$ cat src/input_retransmit_tracker_macros.svh
// ---------------------------------------------------------------------------
// input_retransmit_tracker_macros
// Assertion helpers shared by the tracker RTL.
// ---------------------------------------------------------------------------
`ifndef INPUT_RETRANSMIT_TRACKER_MACROS_SVH
`define INPUT_RETRANSMIT_TRACKER_MACROS_SVH

// same-cycle implication, held off during reset
`define IRT_ASSERT_SAME(label, ante, cons, msg) \
    label: assert property (@(posedge i_clk) disable iff (!i_rst_n) (ante) |-> (cons)) \
        else $error(msg);

// next-cycle implication, held off during reset
`define IRT_ASSERT_NEXT(label, ante, cons, msg) \
    label: assert property (@(posedge i_clk) disable iff (!i_rst_n) (ante) |=> (cons)) \
        else $error(msg);

`endif

$ cat src/irt_ram.sv
// ---------------------------------------------------------------------------
// irt_ram
// Generic single-write, single-read memory with registered read data.
// ---------------------------------------------------------------------------
module irt_ram #(
    parameter int WIDTH = 8,
    parameter int DEPTH = 64,
    localparam int AW = (DEPTH > 1) ? $clog2(DEPTH) : 1
) (
    input  logic             i_clk,
    input  logic             i_we,
    input  logic [AW-1:0]    i_waddr,
    input  logic [WIDTH-1:0] i_wdata,
    input  logic [AW-1:0]    i_raddr,
    output logic [WIDTH-1:0] o_rdata
);
    logic [WIDTH-1:0] r_mem [DEPTH];
    logic [WIDTH-1:0] r_rdata;

    always_ff @(posedge i_clk) begin
        if (i_we) begin
            r_mem[i_waddr] <= i_wdata;
        end
        r_rdata <= r_mem[i_raddr];
    end

    assign o_rdata = r_rdata;
endmodule

$ cat config.mk
export PLATFORM = sky130hd
export DESIGN_NAME = irt_ram
export DESIGN_NICKNAME = d
export VERILOG_FILES = /design/src/input_retransmit_tracker_macros.svh /design/src/irt_ram.sv
export SDC_FILE = /design/constraint.sdc
export NUM_CORES = 1
export LEC_CHECK = 0
export BUFFER_PORTS_ARGS = -buffer_cell sky130_fd_sc_hd__clkbuf_2
export CAP_MARGIN = 20
export CORE_MARGIN = 4
export CORE_UTILIZATION = 45
export CTS_BUF_LIST = sky130_fd_sc_hd__clkbuf_8
export DETAILED_ROUTE_END_ITERATION = 10
export PLACE_DENSITY = 0.63
export RECOVER_POWER = 50
export SLEW_MARGIN = 0
export SYNTH_ARGS = -nofsm -noshare
export SYNTH_HDL_FRONTEND = slang
export SYNTH_SLANG_ARGS = --single-unit
$ cat constraint.sdc
create_clock -name i_clk -period 5.45 [get_ports i_clk]
set_input_delay 1.3625 -clock i_clk [delete_from_list [all_inputs] [get_ports i_clk]]
set_output_delay 1.3625 -clock i_clk [all_outputs]
set_load 0.005 [all_outputs]
Yosys cells after proc, flatten, opt, wreduce, memory -nomap -nowiden. Memory sizes are Yosys's and may differ from the RTL's. A register that Yosys moved wholly into a read port is not among the register bits. Index checks and enable logic that the tools add are counted.

Bits of input ports: 22. Flip-flop bits (word level): 0. Output and inout port bits: 8. Memories kept: 1. Memory bits (writable): 512.

Muxes and demuxes: 2.

Memories: r_mem (depth 64, bits a word 8, rd ports 1, clocked after memory_dff 1, wr ports 1, RTL line irt_ram.sv:17) `logic [WIDTH-1:0] r_mem [DEPTH];`.

Operators by type and width (count): two-way mux 1 bit (2).

Depth between registers and ports, before layout.
Depth after elaboration: 2. Mapped depth: 9. Depth with buffers taken out: 5.

Worst setup path after synthesis. Ideal clock, no wire load.

Path type: input to register. From: input i_raddr[1]. To: register r_rdata[3] (netlist: o_rdata[3]) (read register of r_mem). Stages: 7. Arrival: 2.902 ns. Path buffers: 3. Slack: 2.420 ns. Data required time: 5.322 ns. Setup time: 0.128 ns. Path through: buf_4 -> buf_2 -> buf_2 -> mux4_2 -> mux4_2 -> o21ai_1 -> o41ai_1.

RTL lines: from (decl) (RTL line irt_ram.sv:14) `input logic [AW-1:0] i_raddr,`; to (decl) (RTL line irt_ram.sv:18) `logic [WIDTH-1:0] r_rdata;`.

Worst setup path after layout.
From: input i_wdata[2]. To: memory r_mem[44][2] (data pin).

RTL lines: from (decl) (RTL line irt_ram.sv:13) `input logic [WIDTH-1:0] i_wdata,`; to (decl) (RTL line irt_ram.sv:17).

No word-level cell before the write port.

==> flow_metrics.env <==
export IMPL_outcome="complete, but fails checks"
export IMPL_violations="capacitance limit, slew limit"
export IMPL_fp_dieH_um=220
export IMPL_synth_edf_count=512
export IMPL_hold_viol_final=0
export IMPL_antenna_found_initial=1
export IMPL_synth_net_count=962
export IMPL_ir_drop_mv=0.153
export IMPL_core_area_um2=44200
export IMPL_synth_top_area_share_pct=76.2
export IMPL_static_leakage_power_uw=0.00702
export IMPL_placed_cell_area_um2=21000
export IMPL_nFillCells=3522
export IMPL_drt_pass1_iter_count=5
export IMPL_cts_buffers=81
export IMPL_synth_seq_area_share_pct=77.0
export IMPL_h_tree_depth=3
export IMPL_worstHoldPathCells=4
export IMPL_crit_required_ns=5.43
export IMPL_cts_tree="built"
export IMPL_port_buffers=29
export IMPL_cp_slowest_cell="clkbuf_1"
export IMPL_synthCells=940
export IMPL_yosys_warnings=0
export IMPL_cts_sinks=520
export IMPL_netlist_area_um2=20200
export IMPL_drv_cap=8
export IMPL_min_to="o_rdata[1]"
export IMPL_area_growth_pct=11.2
export IMPL_path_delay_family="buffers and inverters"
export IMPL_fin_area_um2=22400
export IMPL_cts_hold_fix_buffers=0
export IMPL_r2r_start="r_mem[29][4]"
export IMPL_fmax_ghz=0.278
export IMPL_worstSetupPathType="in2reg"
export IMPL_post_synth_top_area_cell="edfxtp_1"
export IMPL_critPathCaptureType="flip-flop"
export IMPL_initialDrtViolationCount=1003
export IMPL_cp_cell_sequence="clkbuf_2 > clkbuf_1"
export IMPL_crit_arrival_ns=3.57
export IMPL_clk_pin_slew_ns=0.06
export IMPL_synthArstFlopShare_pct=0
export IMPL_power_density_nw_per_um2=353
export IMPL_fin_crit_sh_pct=65.9
export IMPL_slew_headroom_pct=-97.5
export IMPL_dp_hpwl_um=26200
export IMPL_worst_pin_slew_ns=2.96
export IMPL_hp_start="r_mem[34][1]"
export IMPL_timing_final_ws_setup_ns=1.86
export IMPL_clk_latency_ns=0.63
export IMPL_wl_per_cell_um=26.4
export IMPL_grt_max_degree=65
export IMPL_grt_use_total_pct=18.8
export IMPL_fin_skew_ns=0.0421
export IMPL_worst_path_buf_inv=2
export IMPL_pre_cts_ws_ns=1.60
export IMPL_cts_buffer_depth=3
export IMPL_layout_commonest_cell="edfxtp_1"
export IMPL_via_count=9653
export IMPL_drt_total_wl_um=44200
export IMPL_cp_max_fo=64
export IMPL_drc=0
export IMPL_synth_avg_cell_area_um2=21.5
export IMPL_synth_top_cells_by_area="edfxtp_1, mux4_2, nor2_1"
export IMPL_vias_per_cell=5.76
export IMPL_worst_r2r_setup_slack_ns=3.33
export IMPL_fin_setup_tns_ns=0
export IMPL_hold_path_class="reg2reg"
export IMPL_gp_congestion=0.780
export IMPL_drt_antenna_violating_nets=0
export IMPL_holdWs_ns=0.868
export IMPL_ys_ff_latch=520
export IMPL_final_cell_mix="edfxtp_1, mux4_2, clkbuf_8, nor2_1, clkbuf_2"
export IMPL_overflow=0
export IMPL_grt_pass1_vias=9896
export IMPL_io_pins=30
export IMPL_rows=77
export IMPL_die_width_um=220
export IMPL_grt_first_pass_wirelength_um=65900
export IMPL_synth_flop_cell="edfxtp_1"
export IMPL_cp_slowest_stage_delay_ns=2.07
export IMPL_min_period_ns=3.59
export IMPL_drv_slew=520
export IMPL_crit_path_start_kind="input port"
export IMPL_synth_cell_types=40
export IMPL_cts_setup_buffers=0
export IMPL_start_util_pct=45.6
export IMPL_rsz0062_at_grt="no"
export IMPL_r2r_end="o_rdata[4]"
export IMPL_cts_resized=0
export IMPL_final_nets=1047
export IMPL_reg2reg_depth=5
export IMPL_setup_violations=0
export IMPL_dieArea_um2=48300
export IMPL_cts_root_buf="clkbuf_8"
export IMPL_drive_above_1_share_pct=26.0
-- per-stage QoR --
step | cells | utilization [%] | power [uW]
final | 1677 | 50.7 | 7920
after global routing | 1675 | 50.7 | 8210
after CTS | 1675 | 50.8 | 7980
after detailed placement | 1534 | 47.4 | 4930
after global placement | 1533 | 47.4 | 4920
after floorplan | 940 | - | 4750
-- sequential cells by signal, summed over array words and instances (netlist names) --
| signal | count |
|---|---|
| o_rdata | 8 |
| r_mem | 512 |
-- synth_stat cells, types with 2 or more instances --
cell         n
a2111oi_0    2
a211oi_1     4
a21oi_1      3
a221oi_1     6
a22oi_1      3
buf_1        4
buf_12       2
buf_2       11
buf_4       13
buf_6        4
clkbuf_1    17
dfxtp_1      8
edfxtp_1   512
mux2_2      13
mux2i_1     23
mux4_2     126
nand2_1     19
nand2b_1     7
nand3_1     13
nand3b_1     3
nand4_1      2
nor2_1      83
nor2b_1     14
nor3_1       7
nor4_1       2
o2111ai_1    3
o21a_1       2
o21ai_0      2
o21ai_1      2
o221a_2      2
o221ai_1     8
o22ai_1      8
o2bb2ai_1    3
o32ai_1      2
o41ai_1      2
-- worst max path at each step --
stage / from / to / slack, ns / cells after the start
after detailed placement: i_raddr[0] / o_rdata[2] / 1.60 / 8
after global placement: i_raddr[0] / o_rdata[3] / 1.49 / 5
after global routing: i_wdata[0] / r_mem[14][0] / 1.53 / 2
after floorplan: i_raddr[1] / o_rdata[3] / 2.42 / 7
final: i_wdata[2] / r_mem[44][2] / 1.86 / 2
after CTS: i_raddr[0] / o_rdata[2] / 2.26 / 8
-- routing by layer --
layer	wire, um	global-route usage (%)
met3	3460	4.66
met5	0	0
met2	20900	28.9
met1	18400	26.3
met4	1430	7.20
-- layout make-up --
class	count	area [um^2]	share of cell area [%]
Antenna cell	2	5.00	0.0223
Clock buffer	89	1220	5.46
Clock inverter	52	287	1.28
Multi-Input combinational cell	369	4320	19.2
Sequential cell	520	15500	69.3
Tap cell	592	741	3.30
Timing Repair Buffer	53	322	1.43
-- kinds of logic after synthesis --
kind of cell	after synthesis	share of synthesized area, %
buffers and inverters	51	1.57
flip-flops	520	77.0
AO/OA/AOI/OAI	54	2.07
multiplexers	162	15.9
AND/OR/NAND/NOR	153	3.39
-- where the power goes --
| group | switching (uW) | internal [uW] | total, uW |
|---|---|---|---|
| clock network | 1450 | 1630 | 3080 |
| logic | 245 | 149 | 394 |
| registers | 14.6 | 4440 | 4450 |
Note: power is estimated with default switching activity, not from simulation.
