**config.mk**
```make
export PLATFORM = sky130hd
export DESIGN_NAME = irt_eval
export DESIGN_NICKNAME = d
export VERILOG_FILES = /design/src/input_retransmit_tracker_macros.svh /design/src/irt_pkg.sv /design/src/irt_eval.sv
export SDC_FILE = /design/constraint.sdc
export NUM_CORES = 1
export LEC_CHECK = 0
export BUFFER_PORTS_ARGS = -buffer_cell sky130_fd_sc_hd__buf_2
export CORE_ASPECT_RATIO = 0.6
export CORE_MARGIN = 2
export CORE_UTILIZATION = 45
export DETAILED_ROUTE_END_ITERATION = 8
export PLACE_DENSITY = 0.78
export REMOVE_ABC_BUFFERS = 1
export SETUP_SLACK_MARGIN = 0.15
export SYNTH_ARGS = -nofsm -noshare
export SYNTH_HDL_FRONTEND = slang
export SYNTH_SLANG_ARGS = --single-unit
```
**constraint.sdc**
```tcl
create_clock -name vclk -period 5.2
set_input_delay 0.78 -clock vclk [all_inputs]
set_output_delay 0.78 -clock vclk [all_outputs]
set_load 0.1 [all_outputs]
```
**src/input_retransmit_tracker_macros.svh**
```systemverilog
// ---------------------------------------------------------------------------
// input_retransmit_tracker_macros
// Assertion helpers shared by the tracker RTL.
// ---------------------------------------------------------------------------
`ifndef INPUT_RETRANSMIT_TRACKER_MACROS_SVH
`define INPUT_RETRANSMIT_TRACKER_MACROS_SVH

// same-cycle implication, held off during reset
`define IRT_ASSERT_SAME(label, ante, cons, msg) \
    label: assert property (@(posedge i_clk) disable iff (!i_rst_n) (ante) |-> (cons)) \
        else $error(msg);

// next-cycle implication, held off during reset
`define IRT_ASSERT_NEXT(label, ante, cons, msg) \
    label: assert property (@(posedge i_clk) disable iff (!i_rst_n) (ante) |=> (cons)) \
        else $error(msg);

`endif

```
**src/irt_pkg.sv**
```systemverilog
// ---------------------------------------------------------------------------
// irt_pkg
// Shared types and constants of the retransmit tracker.
// ---------------------------------------------------------------------------
package irt_pkg;

    localparam int MAX_RECORDS_DEF   = 64;
    localparam int BYTE_CAPACITY_DEF = 4096;

    localparam logic [15:0] FIRST_RETRY_RST = 16'd250;
    localparam logic [15:0] LATER_RETRY_RST = 16'd1000;
    localparam logic [7:0]  COUNT_TOP       = 8'd255;
    localparam logic [7:0]  LATER_SENDS     = 8'd2;

    typedef enum logic [2:0] {
        OP_RESTART     = 3'd0,
        OP_APPEND_KEYS = 3'd1,
        OP_APPEND_DIFF = 3'd2,
        OP_ACK         = 3'd3,
        OP_FIND        = 3'd4,
        OP_MARK_SENT   = 3'd5
    } t_op;

    typedef enum logic [1:0] {
        ST_DONE    = 2'd0,
        ST_REFUSED = 2'd1,
        ST_NONE    = 2'd2
    } t_status;

    typedef enum logic [1:0] {
        REG_START_NUMBER = 2'd0,
        REG_FIRST_RETRY  = 2'd1,
        REG_LATER_RETRY  = 2'd2
    } t_reg;

    typedef enum logic [1:0] {
        S_IDLE,
        S_SCAN,
        S_MARK_RD,
        S_MARK_WR
    } t_state;

    // per-record verdict from the shared compare unit
    typedef struct packed {
        logic num_le_ack;
        logic due;
    } t_eval_res;

endpackage

```
**src/irt_eval.sv**
```systemverilog
// ---------------------------------------------------------------------------
// irt_eval
// Shared compare unit: judges one stored record against the acknowledge
// bound and its retry time, and rebases its byte offset.
// ---------------------------------------------------------------------------
module irt_eval #(
    parameter int BW = 13
) (
    input  logic [63:0]         i_rec_number,
    input  logic [BW-1:0]       i_rec_offset,
    input  logic [47:0]         i_rec_sent,
    input  logic [7:0]          i_rec_count,
    input  logic [BW-1:0]       i_base,
    input  logic [63:0]         i_ack,
    input  logic [63:0]         i_last_acked,
    input  logic [47:0]         i_now,
    input  logic [15:0]         i_first,
    input  logic [15:0]         i_later,
    output irt_pkg::t_eval_res  o_res,
    output logic [BW-1:0]       o_offset
);
    import irt_pkg::*;

    logic [47:0] w_age;
    logic [15:0] w_retry;

    // age clamps at zero when the clock reads earlier than the send
    assign w_age   = (i_now >= i_rec_sent) ? (i_now - i_rec_sent) : 48'd0;
    assign w_retry = (i_rec_count < LATER_SENDS) ? i_first : i_later;

    assign o_res.num_le_ack = (i_rec_number <= i_ack);
    assign o_res.due = (i_rec_number > i_last_acked) &&
                       ((i_rec_count == 8'd0) || (w_age >= {32'd0, w_retry}));

    // offsets are stored absolute, modulo the byte space width
    assign o_offset = i_rec_offset - i_base;
endmodule
```
---- Word level (Yosys, flattened, before mapping) ----
Index checks and enable logic that the tools add are counted.
word-level totals
  bits of input ports ..................... 354
  output and inout port bits .............. 15
  bits in registers ....................... 0
  word-level logic and storage cells ...... 12
operators by class
  reduce and logical (&&, ||, !) cells .... 3
  order comparisons ....................... 5
  muxes and demuxes ....................... 2
  add/subtract/negate cells ............... 2
operators by type and width
  cell                                                                  count
  64-bit greater-than comparator                                        1
  64-bit <= comparator                                                  1
  48-bit by 16-bit >= comparator with 1-bit output                      1
  48-bit >= comparator                                                  1
  48-bit 2-to-1 mux                                                     1
  48-bit subtractor                                                     1
  16-bit 2-to-1 mux                                                     1
  13-bit subtractor                                                     1
  8-bit logical NOT                                                     1
  8-bit by 2-bit < comparator with 1-bit output, second input constant  1
  1-bit logical AND                                                     1
  1-bit logical OR                                                      1

---- Depth between registers and ports, before layout ----
Gate-level depths: netlist (run 1).
  word-level depth ........................ 5
  gate-level depth with buffers ........... 25
  gate-level depth less buffers ........... 24

---- Least setup slack after synthesis (run 1) ----
No wires, ideal clock.
  kind .................................... input to output
  from .................................... input port i_now[0]
  to ...................................... output port o_res[0] (netlist bit)
  buffers on the path ..................... 1
  cell stages on the path ................. 22
  required time ........................... 4.420 ns
  path slack .............................. -1.275 ns
  arrival time ............................ 5.695 ns
  path through ............................ inv_1 ha_1 inv_1 fa_1 a211oi_2 o211ai_2 a22oi_2 nand3_1 a31oi_1 o21ai_0 a32oi_1 o2bb2ai_1 clkbuf_1 nor2_1 ha_1 a21o_1 a21o_1 a21oi_1 o211ai_1 a31oi_1 a221o_2 a31oi_1
RTL lines
  item         line            source
  from (decl)  irt_eval.sv:16  input logic [47:0] i_now,
  to (decl)    irt_eval.sv:19  output irt_pkg::t_eval_res o_res,

==> reports/metrics.yaml, run 1 <==
timing:
  setup_slack_ns: -0.807
  finalSetupViolCount: 1
  min_period_ns: 6.01
  fin_crit_sh_pct: 116
  worst_slew_pin_slew_ns: 0.633
  max_freq_mhz: 166
  drv_slew: 0
  max-slew-margin-rel_pct: 57.4
  rsz0062_at_grt: "yes"
  hold_violations: 0
worst_setup_path:
  crit_chain: "buf_6 > inv_4 > ha_4 > inv_2 > fa_2 > a211oi_4 > o211ai_2 > a22oi_2 > nand3_2 > a31oi_4 > o21ai_2 > a32oi_2 > o2bb2ai_4 > buf_6 > nor2_1 > ha_1 > or4_1 > a31oi_2 > o31ai_1 > nor4_1 > nand4_1 > nor4_2 > a31oi_1 > buf_6"
  crit_top_cell: "buf_6"
  worst-setup-path-type: "primary input to primary output"
  slowest_stage: "or4_1"
  slowest_delay_ns: 0.54
  cp_data_arrival_time_ns: 5.23
  required_ns: 4.42
  setup.worst_path.start: "i_now[0]"
  cp-end-kind: "primary output"
  path_max_fanout: 5
  critPathLaunchType: "primary input"
power_and_ir_drop:
  power_uw: 1350
  p_int_uw: 583
  combinationalPowerShare_pct: 100.0
  power_density_mw_per_mm2: 118
  switching_share_pct: 56.8
  p_switching_uw: 767
  pwr-share-clk_pct: 0
  power_leakage_uw: 0.00684
  seqPwrFrac_pct: 0
  vdd_drop_max_uv: 122
grt:
  grt-ovfl-total: 0
  grt.total_usage_pct: 29.2
  grt_pass1_wl_um: 45600
  grt_max_degree: 16
  grt_pass1_vias: 9584
  antenna_found_initial: 3
status:
  status: "complete, but fails checks"
  violations: "setup timing"
final_layout:
  areaGrowthSynthToFinish_pct: 42.4
  nets: 2228
  nClkBuffers: 0
  regArea_um2: 0
  nFillCells: 1516
  layout_common_cells: "buf_2 (368), inv_1 (216), ha_1 (201)"
  seq_cells: 0
  drive_above_1_share_pct: 35.8
  final_area_mm2: 0.0114
  fin_util_pct: 66.1
  layout_commonest_cell: "buf_2"
worst_hold_path:
  min_to: "o_offset[0]"
  holdPathStages: 4
  min_path_type: "primary input to primary output"
  min-delay-start: "i_base[0]"
floorplan:
  start_util_pct: 46.4
  rows: 37
  die_w_um: 176
  die_h_um: 107
  fp.dieArea_mm2: 0.0189
  core_mm2: 0.0173
  pin_count: 369
detailed_routing:
  ant_nets: 0
  drt-pass1-iter-count: 7
  drt_wl_total_um: 29800
  wl_per_cell_um: 15.7
  route.detailed.drc: 0
  vias_per_cell: 5.43
  vias: 10300
  drt_iter0_drc: 1000
synth:
  ys_types: 84
  synth.avg_cell_area_um2: 6.93
  synthMuxAreaShare_pct: 2.78
  synth_area_mm2: 0.00802
  synth_xor_area_share_pct: 3.17
  syn_inst: 1157
  synth_top_family_by_area: "adder cells"
  yosys.area_share.simple_pct: 20.0
  synth_adder_area_share_pct: 32.3
  yosysSeqAreaShare_pct: 0
  yosys_warnings: 0
  synth_compound_area_share_pct: 29.4
run:
  cap_violations: 0
placed_design:
  dpl-instance-area_mm2: 0.0111
  io_buffers: 369
  place.gp.congestion: 1.00
  hpwl_um: 26700
  pre_cts_ws_ns: -0.937
-- critical path: cells and delay by family --
family	cells	cell delay [ns]
simple gates	6	1.40
fa+ha+maj	3	0.72
compound gates	10	1.75
buf+inv	5	0.56
-- kinds of logic after synthesis --
family | count (synthesis)
AO/OA/AOI/OAI | 342
XOR/XNOR | 29
adder cells (fa/ha/maj) | 206
buffers and inverters | 245
multiplexers | 22
AND/OR/NAND/NOR | 313
-- timing repair --
item / in CTS / in global routing
resized for setup: 9 / 27
pin swaps: 10 / 26
gates cloned: 0 / 1
hold buffers: 0 / 0
buffers inserted: 10 / 3
setup endpoints to repair: 1 / 1
-- metal layers --
layer | part of all wire, % | wire [um] | vias to the layer above | GRT usage (%)
met2 | 43 | 12900 | 497 | 47.5
met1 | 47 | 13900 | 4605 | 42.3
met4 | 1.6 | 463 | 2 | 3.90
met3 | 8.4 | 2500 | 46 | 2.82
met5 | 0.044 | 13 | - | 0
li1 | - | - | 5178 | -
-- cell usage after synthesis, types with 4 or more instances --
cell type,instances,area share (%)
inv_1,218,10
ha_1,204,32
a21oi_1,83,5.2
a21o_1,76,7.1
nand2_1,75,3.5
nor2_1,71,3.3
o21ai_0,67,4.2
nand4_1,48,3.7
nand3_1,24,1.5
nor3_1,24,1.5
mux2i_1,20,2.5
o21a_1,18,1.7
xnor2_1,18,2.0
nor2b_1,15,1.2
nor4_1,15,1.2
clkbuf_1,11,0.52
xor2_1,11,1.2
a211oi_1,10,0.94
a31oi_1,9,0.70
o31ai_1,9,0.84
a21boi_0,8,0.75
buf_2,8,0.50
nand2b_1,8,0.62
o2111ai_1,6,0.66
o211ai_1,5,0.47
or2_2,5,0.39
or3_1,5,0.39
a21oi_2,4,0.44
clkbuf_8,4,0.69
-- metrics by stage --
| step | hold WS [ns] | instances | setup TNS (ns) |
|---|---|---|---|
| 6_report | 2.06 | 1902 | -0.807 |
| 5_1_grt | 2.11 | 1902 | -1.09 |
| 4_1_cts | 2.06 | 1896 | -0.774 |
| 3_5_place_dp | 2.06 | 1886 | -0.937 |
| 3_3_place_gp | 2.05 | 1886 | -0.797 |
| 2_1_floorplan | 2.01 | 1130 | -1.40 |
-- power groups by stage --
stage | Combinational, uW | Sequential, uW | Clock, uW
after floorplan | 786 | 0 | 0
after global placement | 1250 | 0 | 0
after detailed placement | 1270 | 0 | 0
after CTS | 1290 | 0 | 0
after global routing | 1470 | 0 | 0.0000514
final | 1350 | 0 | 0.0000514
-- worst max path at each step --
stage / end / slack (ns) / cells past startpoint
finish: o_res[0] / -0.81 / 24
global route: o_res[0] / -1.09 / 27
CTS: o_res[0] / -0.77 / 27
detailed placement: o_res[0] / -0.94 / 27
global placement: o_res[0] / -0.80 / 26
floorplan: o_res[0] / -1.18 / 21
-- final cells by class --
type / count / area, um^2 / area share, %
diodes: 2 / 5.00 / 0.0438
inverters: 218 / 821 / 7.19
multi-input cells: 912 / 7170 / 62.9
well taps: 234 / 293 / 2.56
repair buffers: 536 / 3120 / 27.3
No activity file was read; power rests on OpenSTA's default activity.
==> inputs of run 2 (changes only) <==
==> constraint.sdc (replaced) <==
create_clock -name vclk -period 5.2
set_input_delay 0.78 -clock vclk [all_inputs]
set_output_delay 0.78 -clock vclk [all_outputs]
set_load 0.05 [all_outputs]
==> run 2 against run 1 <==
  * Largest power group unchanged
  * Largest cell class unchanged
  * Critical path depth rose by 3
  * Final area decreased by 2.2%
  * The run still ends with setup timing left
  * Highest routed layer is now met4
  * Count of clock-buffer cells in the layout did not move
==> reports/metrics.yaml, run 2 (same netlist as run 1, synthesis figures left out) <==
status:
  status: "complete, but fails checks"
  violations: "setup timing"
detailed_routing:
  vias: 10300
  drt-pass1-iter-count: 7
  wl_met2_um: 12500
  top_layer: "met4"
  drt_iter0_drc: 935
  drt_wl_total_um: 29200
  wl_met1_um: 13500
  ant_nets: 0
  met3_length_um: 2640
  route.detailed.drc: 0
  wl_per_cell_um: 15.5
  vias_per_cell: 5.45
worst_hold_path:
  min_path_type: "primary input to primary output"
  min_to: "o_offset[0]"
  holdPathStages: 4
  min-delay-start: "i_base[0]"
floorplan:
  die_h_um: 107
  core_mm2: 0.0173
  start_util_pct: 46.4
  pin_count: 369
  rows: 37
  die_w_um: 176
  fp.dieArea_mm2: 0.0189
final_layout:
  layout_commonest_cell: "buf_2"
  layout_common_cells: "buf_2 (368), inv_1 (218), ha_1 (204)"
  nets: 2211
  nClkBuffers: 0
  drive_above_1_share_pct: 34.3
  areaGrowthSynthToFinish_pct: 39.2
  nFillCells: 1547
  final_area_mm2: 0.0112
  multi_input_area_mm2: 0.00706
  final-instance-count-excl-fill: 1887
  regArea_um2: 0
  seq_cells: 0
worst_setup_path:
  critPathBufInv: 5
  slowest_stage: "fa_2"
  path_max_fanout: 6
  slowest_delay_ns: 0.36
  crit_family: "compound AO/OA/AOI/OAI gates"
  cp-end-kind: "primary output"
  cp_data_arrival_time_ns: 5.15
  worst-setup-path-type: "primary input to primary output"
  crit_cells: 27
  required_ns: 4.42
  critPathLaunchType: "primary input"
timing:
  rsz0062_at_grt: "yes"
  fin_crit_sh_pct: 114
  worst_slew_pin_slew_ns: 0.937
  hold_violations: 0
  setup_slack_ns: -0.727
  drv_slew: 0
  min_period_ns: 5.93
  setup_tns_ns: -0.727
  finalSetupViolCount: 1
  max_freq_mhz: 169
  max-slew-margin-rel_pct: 36.9
power_and_ir_drop:
  power_density_mw_per_mm2: 110
  vdd_drop_max_uv: 78.0
  power_leakage_uw: 0.00674
run:
  cap_violations: 0
grt:
  grt_max_degree: 16
  antenna_found_initial: 4
  grt_pass1_wl_um: 44900
  grt_pass1_vias: 9489
  grt.total_usage_pct: 28.8
  grt-ovfl-total: 0
placed_design:
  dpl-instance-area_mm2: 0.0111
  io_buffers: 369
  placedCellCount: 1882
  place.gp.congestion: 1.01
  hpwl_um: 26700
cts:
  hold_buffers: 0
[run 2: cell types whose count changed in the layout (fill, tap and decap cells not counted), moves of 2 or more]
cell     delta
diode_2     +2
inv_1       +2
nor2_1      +3
buf_4      -13
nor2_4      -2
ha_1        +3
ha_4        -3
buf_6       -4
[run 2: area by class of cell]
class / instances / area share, %
inverter: 218 / 7.33
timing repair buffer: 519 / 26.7
multi-input combinational: 912 / 63.3
tap: 234 / 2.62
antenna: 4 / 0.0897
[run 2: per-stage QoR]
stage,hold slack (ns),util (%),power (uW),setup WS [ns]
finish,1.98,64.6,1230,-0.727
global route,2.02,64.6,1350,-1.12
global placement,1.96,64.3,1170,-0.723
detailed placement,1.98,64.3,1190,-0.928
floorplan,1.84,-,707,-0.687
CTS,1.98,64.5,1200,-0.735
[run 2: worst max path at each step]
stage / from / to / slack [ns]
floorplan: i_now[0] / o_res[0] / -0.69
global placement: i_now[0] / o_res[0] / -0.72
detailed placement: i_now[0] / o_res[0] / -0.93
CTS: i_now[0] / o_res[0] / -0.73
global route: i_now[0] / o_res[0] / -1.12
finish: i_now[0] / o_res[0] / -0.73
[run 2: what timing repair did]
item,4_1_cts,5_1_grt
setup endpoints to repair,1,1
resized for setup,8,2
buffers inserted,1,0
pin swaps,4,0
[run 2: metal layers]
metal | track usage, % | up-vias
met5 | 0 | -
met2 | 46.2 | 485
met4 | 5.14 | 0
met1 | 41.3 | 4625
li1 | - | 5133
met3 | 3.85 | 48
[run 2: power by group]
group	total (uW)	switching [uW]	internal [uW]
Clock	0.000103	0	0.000103
Sequential	0	0	0
Combinational	1230	671	561
